--- config.mk ---
export PLATFORM = sky130hd
export DESIGN_NAME = osa_div
export DESIGN_NICKNAME = d
export VERILOG_FILES = /design/src/sv/osa_pkg.sv /design/src/sv/osa_div.sv
export SDC_FILE = /design/constraint.sdc
export NUM_CORES = 1
export LEC_CHECK = 0
export BUFFER_PORTS_ARGS = -buffer_cell sky130_fd_sc_hd__buf_4
export CAP_MARGIN = 20
export CELL_PAD_IN_SITES_DETAIL_PLACEMENT = 1
export CELL_PAD_IN_SITES_GLOBAL_PLACEMENT = 1
export CORE_AREA = 2 2 130 132
export CTS_CLUSTER_SIZE = 16
export DETAILED_ROUTE_END_ITERATION = 12
export DIE_AREA = 0 0 132 134
export PLACE_DENSITY_LB_ADDON = 0.3
export SYNTH_ARGS = -nofsm -noshare
export SYNTH_HDL_FRONTEND = slang
export SYNTH_SLANG_ARGS = --single-unit
--- constraint.sdc ---
create_clock -name clk_i -period 2.77 [get_ports clk_i]
set_clock_uncertainty 0.1 [all_clocks]
set_input_delay 0.1385 -clock clk_i [delete_from_list [all_inputs] [get_ports clk_i]]
set_output_delay 0.1385 -clock clk_i [all_outputs]
set_load 0.1 [all_outputs]
--- src/sv/osa_pkg.sv ---
// ----------------------------------------------------------------------------
// osa_pkg
// shared types and fixed widths of the online softmax attention unit
// ----------------------------------------------------------------------------
package osa_pkg;

  localparam int ELEM_W = 16;   // q7.8 elements
  localparam int ACC_W  = 40;   // accumulator width
  localparam int SUM_W  = 32;   // running sum, q17.15
  localparam int WGT_W  = 16;   // weights, q1.15
  localparam int IDX_W  = 6;

  localparam logic [WGT_W-1:0] ONE_Q15 = 16'd32768;

  typedef enum logic [1:0] {
    REQ_QUERY = 2'd0,
    REQ_KEY   = 2'd1,
    REQ_VALUE = 2'd2,
    REQ_READ  = 2'd3
  } req_e;

  typedef enum logic {
    REG_LENGTH = 1'b0,
    REG_SCALE  = 1'b1
  } reg_e;

endpackage

--- src/sv/osa_div.sv ---
// ----------------------------------------------------------------------------
// osa_div
// restoring divider, one quotient bit per cycle
// ----------------------------------------------------------------------------
module osa_div (
  input  logic                        clk_i,
  input  logic                        rst_ni,
  input  logic                        start_i,
  input  logic [osa_pkg::ACC_W-1:0]   dividend_i,
  input  logic [osa_pkg::SUM_W-1:0]   divisor_i,
  output logic                        done_o,
  output logic [osa_pkg::ACC_W-1:0]   quotient_o
);
  import osa_pkg::*;

  localparam int CW = $clog2(ACC_W + 1);

  logic            run_q, run_d;
  logic [CW-1:0]   cnt_q, cnt_d;
  logic [ACC_W-1:0] quo_q, quo_d;
  logic [SUM_W-1:0] rem_q, rem_d;
  logic [SUM_W-1:0] div_q;
  logic            done_q, done_d;
  logic [SUM_W:0]   shifted;

  assign shifted = {rem_q, quo_q[ACC_W-1]};

  always_comb begin
    run_d  = run_q;
    cnt_d  = cnt_q;
    quo_d  = quo_q;
    rem_d  = rem_q;
    done_d = 1'b0;
    if (start_i) begin
      run_d = 1'b1;
      cnt_d = '0;
      quo_d = dividend_i;
      rem_d = '0;
    end else if (run_q) begin
      if (shifted >= {1'b0, div_q}) begin
        rem_d = SUM_W'(shifted - {1'b0, div_q});
        quo_d = {quo_q[ACC_W-2:0], 1'b1};
      end else begin
        rem_d = shifted[SUM_W-1:0];
        quo_d = {quo_q[ACC_W-2:0], 1'b0};
      end
      cnt_d = cnt_q + CW'(1);
      if (cnt_q == CW'(ACC_W - 1)) begin
        run_d  = 1'b0;
        done_d = 1'b1;
      end
    end
  end

  always_ff @(posedge clk_i or negedge rst_ni) begin
    if (!rst_ni) begin
      run_q  <= 1'b0;
      cnt_q  <= '0;
      done_q <= 1'b0;
    end else begin
      run_q  <= run_d;
      cnt_q  <= cnt_d;
      done_q <= done_d;
    end
  end

  always_ff @(posedge clk_i) begin
    quo_q <= quo_d;
    rem_q <= rem_d;
    if (start_i) begin
      div_q <= divisor_i;
    end
  end

  assign done_o     = done_q;
  assign quotient_o = quo_q;

  a_start_idle: assert property (@(posedge clk_i) disable iff (!rst_ni)
    start_i |=> run_q && !done_q) else $error("divider start not taken");
  a_done_pulse: assert property (@(posedge clk_i) disable iff (!rst_ni)
    done_q |-> !run_q && $past(run_q)) else $error("divider done without run");
  a_rem_bound: assert property (@(posedge clk_i) disable iff (!rst_ni)
    run_q && !$past(start_i) |-> rem_q < div_q) else $error("remainder out of range");

endmodule

==> qor.yml, run 1 <==
run:
  cap_violations: 0
die:
  ioPinCount: 116
  fp-row-count: 47
  core_region_area_sq_mm: 0.0163
  initial_core_util: 0.393
  die_area_sq_mm: 0.0177
  die_h_microns: 134
  chipWidth_microns: 132
critical_path:
  start_kind: "flip-flop"
  cpPeakStageDelay_ns: 0.58
  crit_chain: "inv_2, ha_4, fa_2, nor2b_4, o2111ai_2, a211o_1, a41oi_2, or4_4, a31oi_4, o21ai_2, mux2_2, a221oi_2"
  crit_fanout: 2
  crit_slowest_cell: "or4_4"
  arrival_ns: 3.40
  criticalPathCategory: "flip-flop to flip-flop"
  worstPathRequired_ns: 2.95
  cp-end-kind: "flip-flop"
drt:
  drtAntennaViolNets: 0
  dr.pass1.iters: 4
  drc: 0
  drt_iter0_drc: 418
  viasPerCell: 5.51
  num_vias: 6283
  wl_per_cell_microns: 22.7
  totalWireLength_mm: 25.9
cts:
  h-tree-depth: 3
  insertion_delay_ns: 0.37
  cts_sinks: 112
  cts_buffers: 9
  root_buffer: "clkbuf_16"
  cts_tree: "done"
  path_clk_slew_ns: 0.09
  ctsLongestPathBuffers: 2
synth:
  ys.flop_type: "edfxtp_1"
  synth_area_leader_cell: "edfxtp_1"
  synth_area_sq_mm: 0.00640
  synth_edf_count: 72
  synth.most_common_cell: "edfxtp_1"
  yosys_warnings: 0
  synth_top_cell_area_share: 0.338
  yosysUniqueCellTypes: 65
  synth.avg_cell_area_sq_um: 10.6
  syn_nets: 713
  ys_ff_latch: 112
  yosys-top-cells-count: "72 x edfxtp_1, 46 x inv_1, 45 x nor2_1, 42 x nand2_1, 40 x mux2_2"
  yosysSeqAreaShare: 0.469
  async_flop_share: 0.0714
  synth.area.top_cells: "edfxtp_1 34%, dfxtp_1 10%, mux2_2 7.0%"
  synthesis.instances: 604
power:
  finalPower_mw: 10.0
  cellLeakagePower_nw: 4.53
  p_per_area_mw_per_mm2: 988
  ir_drop_v: 0.000663
sta:
  setup_violations: 33
  setup_slack_ns: -0.441
  rsz0062_at_grt: "yes"
  worstMarginPinSlew_ns: 0.554
  final_max_slew_viol_count: 0
  hold_viol: 0
  maxSlewHeadroom: 0.631
  fin_setup_tns_ns: -8.85
  finalCriticalPeriod_ns: 3.21
  hold_ws_ns: 0.0190
  max_freq_mhz: 311
  finalCritPeriodShare: 1.16
layout:
  multi_input_area_sq_mm: 0.00360
  antenna_cells: 0
  layout.nets: 1025
  final_core_utilization: 0.624
  syn_to_final_growth_pct: 59.0
  fillerInstances: 1705
  drive_above_1_share: 0.431
  stdcell_area_sq_mm: 0.0102
  seq_area_sq_mm: 0.00300
grt:
  grt_pass1_wl_mm: 38.4
  grt_start_max_net_pins: 64
  antenna_found_initial: 0
  grt_pass1_vias: 6981
  grt.overflow.total: 0
  grtUsageTotal: 0.279
placed_design:
  place.gp.congestion: 0.878
  post_dp_cell_area_sq_mm: 0.00834
  dp.final_hpwl_mm: 13.7
  numPortBuffers: 115
run_status:
  violations: "setup timing"
  outcome: "finished, violations left"
min_path:
  holdCritPathClass: "primary input to asynchronous set/reset pin"
## worst max-delay path, delay by kind of cell (launching register included)
kind / cells / cell delay, ns
and+or+nand+nor: 2 / 0.64
DFF: 1 / 0.44
AOI/OAI and AO/OA: 6 / 1.12
buffers and inverters: 1 / 0.11
muxes: 1 / 0.29
adders and majority gates: 2 / 0.42
## layer usage
layer	share of wire	wire, microns	track usage	vias to the layer above
met3	0.044	1140	0.0559	73
li1	-	-	-	2836
met2	0.54	13900	0.530	210
met1	0.38	9910	0.306	3164
met4	0.035	896	0.103	0
met5	0	0	0	-
## repair_timing
action                                  4_1_cts  5_1_grt
endpoints found under the setup margin       33       33
buffers inserted                             11       23
cloned                                        1        0
hold endpoints to repair                     79        0
gates resized for setup                      58       42
hold buffers                                 72        0
pin swaps                                    15       31
## report_power, final
part / leakage (nW) / switching [mW] / internal (mW) / total (mW)
Combinational: 3.28 / 3.30 / 2.99 / 6.29
Sequential: 1.10 / 0.288 / 2.11 / 2.40
Clock: 0.145 / 0.720 / 0.643 / 1.36
## area by class of cell
type	instances	area share
clock buffers	9	0.0221
clock inverters	7	0.00750
inverters	46	0.0170
multi-input cells	414	0.354
flip-flops and latches	112	0.295
well taps	220	0.0271
repair buffers	333	0.277
## worst paths after layout
kind | start | endpoint | slack [ns] | cells after the start
min in group clk_i | dividend_i[0] | quotient_o[0] | 0.04 | 3
setup / recovery | quotient_o[39] | rem_q[30] | -0.44 | 12
setup reg to reg | quotient_o[39] | rem_q[30] | -0.44 | 12
max in group asynchronous | rst_ni | done_o | 2.42 | 2
hold reg to reg | rem_q[28] | rem_q[28] | 0.41 | 2
hold / removal | rst_ni | cnt_q[0] | 0.02 | 2
## state kept, by name (all words and copies together) (netlist names)
signal and cells:
rem_q 32, div_q 32, quotient_o 40, done_o 1, run_q 1, cnt_q 6
## cells by family after synthesis
logic type	synth area share
compound gates	0.157
xor+xnor	0.0424
fa+ha+maj	0.0677
buf+inv	0.0483
flops	0.469
mux	0.111
simple gates	0.104
## placed cells by master, fill, tap and decap left out, drive strengths merged, types with 6 or more instances in the layout
| cell | count |
|---|---|
| or3 | 6 |
| dlygate4sd3 | 72 |
| xnor2 | 14 |
| o21ai | 27 |
| nor2 | 46 |
| nand2 | 42 |
| a21oi | 30 |
| o31ai | 7 |
| clkbuf | 9 |
| ha | 33 |
| dfrtp | 8 |
| xor2 | 17 |
| nor3 | 9 |
| mux2i | 23 |
| a31oi | 7 |
| mux2 | 42 |
| inv | 49 |
| buf | 261 |
| edfxtp | 72 |
| a21o | 17 |
| a211oi | 19 |
| nand3 | 9 |
| nand4 | 12 |
| dfxtp | 32 |
## per-stage QoR
stage	setup WS [ns]	instances
floorplan	-0.647	604
global placement	-0.256	1021
detailed placement	-0.379	1021
CTS	-0.208	1120
global route	-0.522	1141
finish	-0.441	1141
(Power assumes the default switching activity.)
==> inputs of run 2 (changes only) <==
--- a/config.mk
+++ b/config.mk
@@ -14,6 +14,7 @@
 export DETAILED_ROUTE_END_ITERATION = 12
 export DIE_AREA = 0 0 132 134
 export PLACE_DENSITY_LB_ADDON = 0.3
+export SKIP_CTS_REPAIR_TIMING = 1
 export SYNTH_ARGS = -nofsm -noshare
 export SYNTH_HDL_FRONTEND = slang
 export SYNTH_SLANG_ARGS = --single-unit
==> run 2 against run 1 <==
The flow still finishes with violations (setup timing). Die area is the same. Via count shrank 4.7%. Global-route usage shrank 6.3 points. Utilization shrank 2.0 points. Worst setup slack gained 0.12 ns. Total power shrank 6.0%. Sequential share of layout area grew 0.98 points. Fmax grew 3.8%. Combinational power shrank 8.9%. Sequential power shrank 2%. Critical path depth grew 2. Cell count shrank 1.6%. Critical path type unchanged. Highest routed layer unchanged.
==> qor.yml, run 2 (synthesized netlist as in run 1, its figures left out) <==
run_status:
  outcome: "finished, violations left"
  violations: "setup timing"
drt:
  wl_per_cell_microns: 20.3  # -10%
  drtAntennaViolNets: 0  # unchanged
  num_vias: 5987  # -4.7%
  dr.pass1.iters: 4  # unchanged
  drc: 0  # unchanged
  totalWireLength_mm: 22.8  # -12%
  viasPerCell: 5.33  # -3.2%
  drt_iter0_drc: 325  # -22%
layout:
  antenna_cells: 0  # unchanged
  layout.nets: 1007  # -1.8%
  stdcell_area_sq_mm: 0.00984  # -3.2%
  mostFrequentLayoutCells: "232 x buf_4, 72 x edfxtp_1, 72 x dlygate4sd3_1, 43 x nor2_1, 42 x inv_1"
  post_layout_nonfiller_instances: 1123  # -1.6%
  largest_reg_flops: 40  # unchanged
  drive_above_1_share: 0.403  # -0.0280
  fillerInstances: 1720  # +0.88%
  final_common_cell: "buf_4"
  syn_to_final_growth_pct: 53.9
power:
  pwr-share-clk: 0.144  # +0.008
  p_comb_frac: 0.606  # -0.020
  p_sw_mw: 3.98  # -7.8%
  p_seq_frac: 0.250  # +0.012
  switching_share: 0.421  # -0.00810
  cellLeakagePower_nw: 4.42  # -2.3%
  p_int_mw: 5.47  # -4.7%
  ir_drop_v: 0.000452  # -32%
  p_per_area_mw_per_mm2: 960  # -2.9%
sta:
  fin_setup_tns_ns: -4.38  # +4.46 ns
  worstMarginPinSlew_ns: 0.536  # -0.0186 ns
  hold_ws_ns: 0.0252  # +0.00620 ns
  setup_violations: 32  # -3.0%
  rsz0062_at_grt: "yes"
  finalCriticalPeriod_ns: 3.10  # -0.116 ns
  maxSlewHeadroom: 0.643  # +0.0124
  max_freq_mhz: 323  # +3.8%
  hold_viol: 0  # unchanged
  finalCritPeriodShare: 1.12  # -0.0420
  final_max_slew_viol_count: 0  # unchanged
  setup_slack_ns: -0.325  # +0.116 ns
grt:
  grt.overflow.total: 0  # unchanged
  grt_use_met3: 0.0661  # +0.0102
  busiest_layer: "met2"
  antenna_found_initial: 1  # +1
  grt_pass1_wl_mm: 30.5  # -20%
  use_met2: 0.379  # -0.151
  grtUsageMet1: 0.248  # -0.0581
  grtUsageTotal: 0.215  # -0.0633
  grt_pass1_vias: 6205  # -11%
  grt_start_max_net_pins: 64  # unchanged
die:
  fp-row-count: 47  # unchanged
  chipWidth_microns: 132  # unchanged
  die_h_microns: 134  # unchanged
  core_region_area_sq_mm: 0.0163  # unchanged
  die_area_sq_mm: 0.0177  # unchanged
  initial_core_util: 0.393  # unchanged
  ioPinCount: 116  # unchanged
cts:
  cts_buffers: 9  # unchanged
  insertion_delay_ns: 0.37  # about the same
  ctsLongestPathBuffers: 2  # unchanged
  root_buffer: "clkbuf_16"
  h-tree-depth: 3  # unchanged
  cts_sinks: 112  # unchanged
  path_clk_slew_ns: 0.09  # about the same
  cts_tree: "done"
placed_design:
  numPortBuffers: 115  # unchanged
  post_dp_cell_area_sq_mm: 0.00834  # unchanged
  place.gp.congestion: 0.878  # unchanged
  dp.final_hpwl_mm: 13.7  # unchanged
  dp.cells: 1021  # unchanged
critical_path:
  worstPathRequired_ns: 2.92  # -0.03 ns
  r2r-end: "rem_q[17]"
  timing.rr.start: "div_q[16]"
  ff2ff_path_depth: 14  # +2
  cp-end-kind: "flip-flop"
  rrSetupSlack_ns: -0.33  # +0.12 ns
  crit_fanout: 7  # +5
  criticalPathCategory: "flip-flop to flip-flop"
  start_kind: "flip-flop"
  arrival_ns: 3.24  # -0.16 ns
min_path:
  min_to: "quotient_o[0]"
  holdCritPathClass: "primary input to flip-flop"
  hold_path_depth: 3
  holdCritStartpoint: "dividend_i[0]"
run:
  cap_violations: 0  # unchanged
[run 2: cell types whose count changed in the layout (fill, tap and decap cells not counted), moves of 3 or more]
cell,before,now
buf_4,242,232
buf_6,10,6
buf_8,3,0
ha_1,17,21
ha_4,15,10
nor3_1,5,9
nor3_2,4,0
[run 2: area by class of cell]
class,count,area [sq um],area share
multi-input combinational,414,3460,0.351
sequential,112,3000,0.305
inverter,46,173,0.0175
clock buffer,9,225,0.0229
timing repair buffer,315,2640,0.268
tap,220,275,0.0280
clock inverter,7,76.3,0.00775
[run 2: worst max path at each step]
stage / to / cells after the start / slack (ns) / startpoint
detailed placement: rem_q[30] / 11 / -0.38 / div_q[9]
floorplan: rem_q[30] / 12 / -0.65 / quotient_o[39]
finish: rem_q[17] / 14 / -0.33 / div_q[16]
CTS: rem_q[30] / 11 / -0.38 / div_q[9]
global route: rem_q[30] / 11 / -0.45 / div_q[0]
global placement: rem_q[30] / 11 / -0.26 / div_q[9]
[run 2: metrics by stage]
stage | power [mW] | setup WS, ns | utilization
after floorplan | 5.29 | -0.647 | -
after global routing | 9.95 | -0.448 | 0.604
after CTS | 8.52 | -0.384 | 0.530
after global placement | 6.93 | -0.256 | 0.512
final | 9.45 | -0.325 | 0.604
after detailed placement | 7.11 | -0.379 | 0.512
[run 2: layer usage]
| metal | share of wire | wire (microns) | vias up |
|---|---|---|---|
| met1 | 0.38 | 8760 | 2969 |
| met3 | 0.056 | 1280 | 48 |
| met4 | 0.026 | 595 | 0 |
| met5 | 0 | 0 | - |
| li1 | - | - | 2795 |
| met2 | 0.53 | 12200 | 175 |
[run 2: power by group through the flow]
stage                     sequential [mW]  clock [mW]  combinational [mW]
final                                2.36        1.36                5.73
after global routing                 2.40        1.44                6.11
after CTS                            2.31        1.38                4.84
after detailed placement             2.34           0                4.77
after global placement               2.31           0                4.62
after floorplan                      2.80           0                2.49
[run 2: critical path, stage by stage, from the launching register on]
cell       delay (ns)
edfxtp_1         0.35
inv_2            0.05
ha_4             0.28
buf_6            0.13
buf_4            0.11
nand4_1          0.10
nor4_2           0.23
buf_4            0.15
a311oi_2         0.12
a2111oi_4        0.46
nor2_4           0.14
buf_12           0.17
buf_4            0.14
mux2i_1          0.12
a211oi_1         0.31
==> inputs of run 3 (changes only) <==
--- a/config.mk
+++ b/config.mk
@@ -9,10 +9,10 @@
 export CAP_MARGIN = 20
 export CELL_PAD_IN_SITES_DETAIL_PLACEMENT = 1
 export CELL_PAD_IN_SITES_GLOBAL_PLACEMENT = 1
-export CORE_AREA = 2 2 130 132
+export CORE_AREA = 2 2 120 122
 export CTS_CLUSTER_SIZE = 16
 export DETAILED_ROUTE_END_ITERATION = 12
-export DIE_AREA = 0 0 132 134
+export DIE_AREA = 0 0 122 124
 export PLACE_DENSITY_LB_ADDON = 0.3
 export SKIP_CTS_REPAIR_TIMING = 1
 export SYNTH_ARGS = -nofsm -noshare
==> constraint.sdc (replaced) <==
create_clock -name clk_i -period 3.87 [get_ports clk_i]
set_clock_uncertainty 0.1 [all_clocks]
set_input_delay 0.1935 -clock clk_i [delete_from_list [all_inputs] [get_ports clk_i]]
set_output_delay 0.1935 -clock clk_i [all_outputs]
set_load 0.1 [all_outputs]
==> run 3 against run 2 <==
The flow now finishes without violations. Sequential cell count did not move. Cell count fell by 18%. Non-clock buffer count decreased by 161. Cell area decreased by 19%. Largest cell class unchanged. Largest power group unchanged.
==> qor.yml, run 3 (synthesized netlist as in run 1, its figures left out) <==
sta:
  max_freq_mhz: 283  # -12%
  maxSlewHeadroom: 0.522  # -0.121
  worstMarginPinSlew_ns: 0.712  # +0.177 ns
  hold_viol: 0  # unchanged
  rsz0062_at_grt: "no"
  finalCriticalPeriod_ns: 3.54  # +0.441 ns
  finalCritPeriodShare: 0.914  # -0.204
  fin_setup_tns_ns: 0  # +4.38 ns
  setup_violations: 0  # -100%
  final_max_slew_viol_count: 0  # unchanged
layout:
  final_core_utilization: 0.585  # -0.0196
  drive_above_1_share: 0.252  # -0.151
  largest_reg_flops: 40  # unchanged
  antenna_cells: 0  # unchanged
  layout.nets: 846  # -16%
  syn_to_final_growth_pct: 25.4
  final_common_cell: "buf_4"
  mostFrequentLayoutCells: "120 x buf_4, 72 x edfxtp_1, 46 x inv_1, 45 x nor2_1, 42 x nand2_1"
power:
  finalPower_mw: 5.32  # -44%
  p_per_area_mw_per_mm2: 663  # -31%
  ir_drop_v: 0.000326  # -28%
  cellLeakagePower_nw: 3.61  # -18%
die:
  die_area_sq_mm: 0.0151  # -14%
  fp-row-count: 43  # -8.5%
  die_h_microns: 124  # -7.5%
  chipWidth_microns: 122  # -7.6%
  initial_core_util: 0.466  # +0.0736
  ioPinCount: 116  # unchanged
  core_region_area_sq_mm: 0.0137  # -16%
cts:
  cts_sinks: 112  # unchanged
  path_clk_slew_ns: 0.08  # about the same
  root_buffer: "clkbuf_16"
  ctsLongestPathBuffers: 2  # unchanged
  insertion_delay_ns: 0.36  # about the same
  cts_tree: "done"
  h-tree-depth: 3  # unchanged
  cts_buffers: 9  # unchanged
min_path:
  hold_path_depth: 2  # -1
  holdCritPathClass: "primary input to flip-flop"
  holdCritStartpoint: "dividend_i[16]"
  min_to: "quotient_o[16]"
placed_design:
  numPortBuffers: 115  # unchanged
  place.gp.congestion: 0.868  # -1.2%
  dp.final_hpwl_mm: 12.0  # -13%
drt:
  viasPerCell: 5.54  # +4.0%
  drt_iter0_drc: 209  # -36%
  dr.pass1.iters: 4  # unchanged
  wl_per_cell_microns: 18.1  # -11%
  totalWireLength_mm: 16.7  # -27%
  num_vias: 5110  # -15%
  drc: 0  # unchanged
  drtAntennaViolNets: 0  # unchanged
grt:
  grt_pass1_vias: 5368  # -13%
  grtUsageTotal: 0.224  # +0.00890
  grt.overflow.total: 0  # unchanged
  antenna_found_initial: 0  # -1
  grt_pass1_wl_mm: 26.8  # -12%
  grt_start_max_net_pins: 60  # -6.3%
run_status:
  outcome: "finished clean"
run:
  cap_violations: 0  # unchanged
critical_path:
  r2r-end: "rem_q[0]"
  cp-end-kind: "flip-flop"
  rrSetupSlack_ns: 0.33  # +0.66 ns
  ff2ff_path_depth: 12  # -2
  arrival_ns: 3.71  # +0.47 ns
  criticalPathCategory: "flip-flop to flip-flop"
  worstPathRequired_ns: 4.04  # +1.12 ns
  start_kind: "flip-flop"
  timing.rr.start: "div_q[19]"
  crit_fanout: 19  # +12
[run 3: changes by cell type in the layout (fill, tap and decap cells not counted), sizes merged]
cell / previous run / this run
buf: 242 / 121
dlygate4sd3: 72 / 33
inv: 49 / 50
clkinvlp: 1 / 0
clkinv: 3 / 2
[run 3: final cells by class]
class / instances / area [sq um]
fill: 1497 / 5700
sequential: 112 / 3000
clock buffer: 10 / 229
inverter: 46 / 173
tap: 180 / 225
timing repair buffer: 154 / 1260
multi-input combinational: 414 / 3080
clock inverter: 6 / 50.0
[run 3: where the power goes]
part | internal (mW) | switching (mW)
Sequential | 1.51 | 0.167
Clock | 0.449 | 0.461
Combinational | 1.09 | 1.65
[run 3: worst max-delay path, stage by stage, from the launching register on]
cell and delay [ns]:
edfxtp_1 0.33, inv_1 0.05, ha_1 0.41, nand2_1 0.14, o21ai_0 0.36, a31oi_1 0.09
o21bai_1 0.22, o211ai_2 0.16, a2111oi_4 0.61, nor2_4 0.26, buf_16 0.25, or2_0 0.20
a311oi_1 0.25
[run 3: routing by layer]
layer  vias up  wire [microns]  GRT usage
met5         -               0          0
met1      2489            7320      0.275
met3        10             947     0.0705
li1       2477               -          -
met2       134            8300      0.389
met4         0             146     0.0474
[run 3: worst max-delay path by stage]
stage,to,slack (ns),start,depth (start not counted)
CTS,rem_q[11],0.27,div_q[16],10
global placement,rem_q[11],0.38,div_q[14],10
detailed placement,rem_q[11],0.29,div_q[16],10
finish,rem_q[0],0.33,div_q[19],12
floorplan,rem_q[30],0.26,quotient_o[39],12
global route,rem_q[0],0.1,div_q[19],12
[run 3: metrics by stage]
| stage | hold WS [ns] | setup slack, ns | area [sq um] | instances |
|---|---|---|---|---|
| floorplan | -0.202 | 0.265 | 6400 | 604 |
| global placement | -0.0855 | 0.384 | 7390 | 872 |
| detailed placement | -0.0823 | 0.289 | 7390 | 872 |
| CTS | -0.478 | 0.267 | 7660 | 888 |
| global route | 0.0152 | 0.0951 | 8020 | 922 |
| finish | 0.0292 | 0.334 | 8020 | 922 |
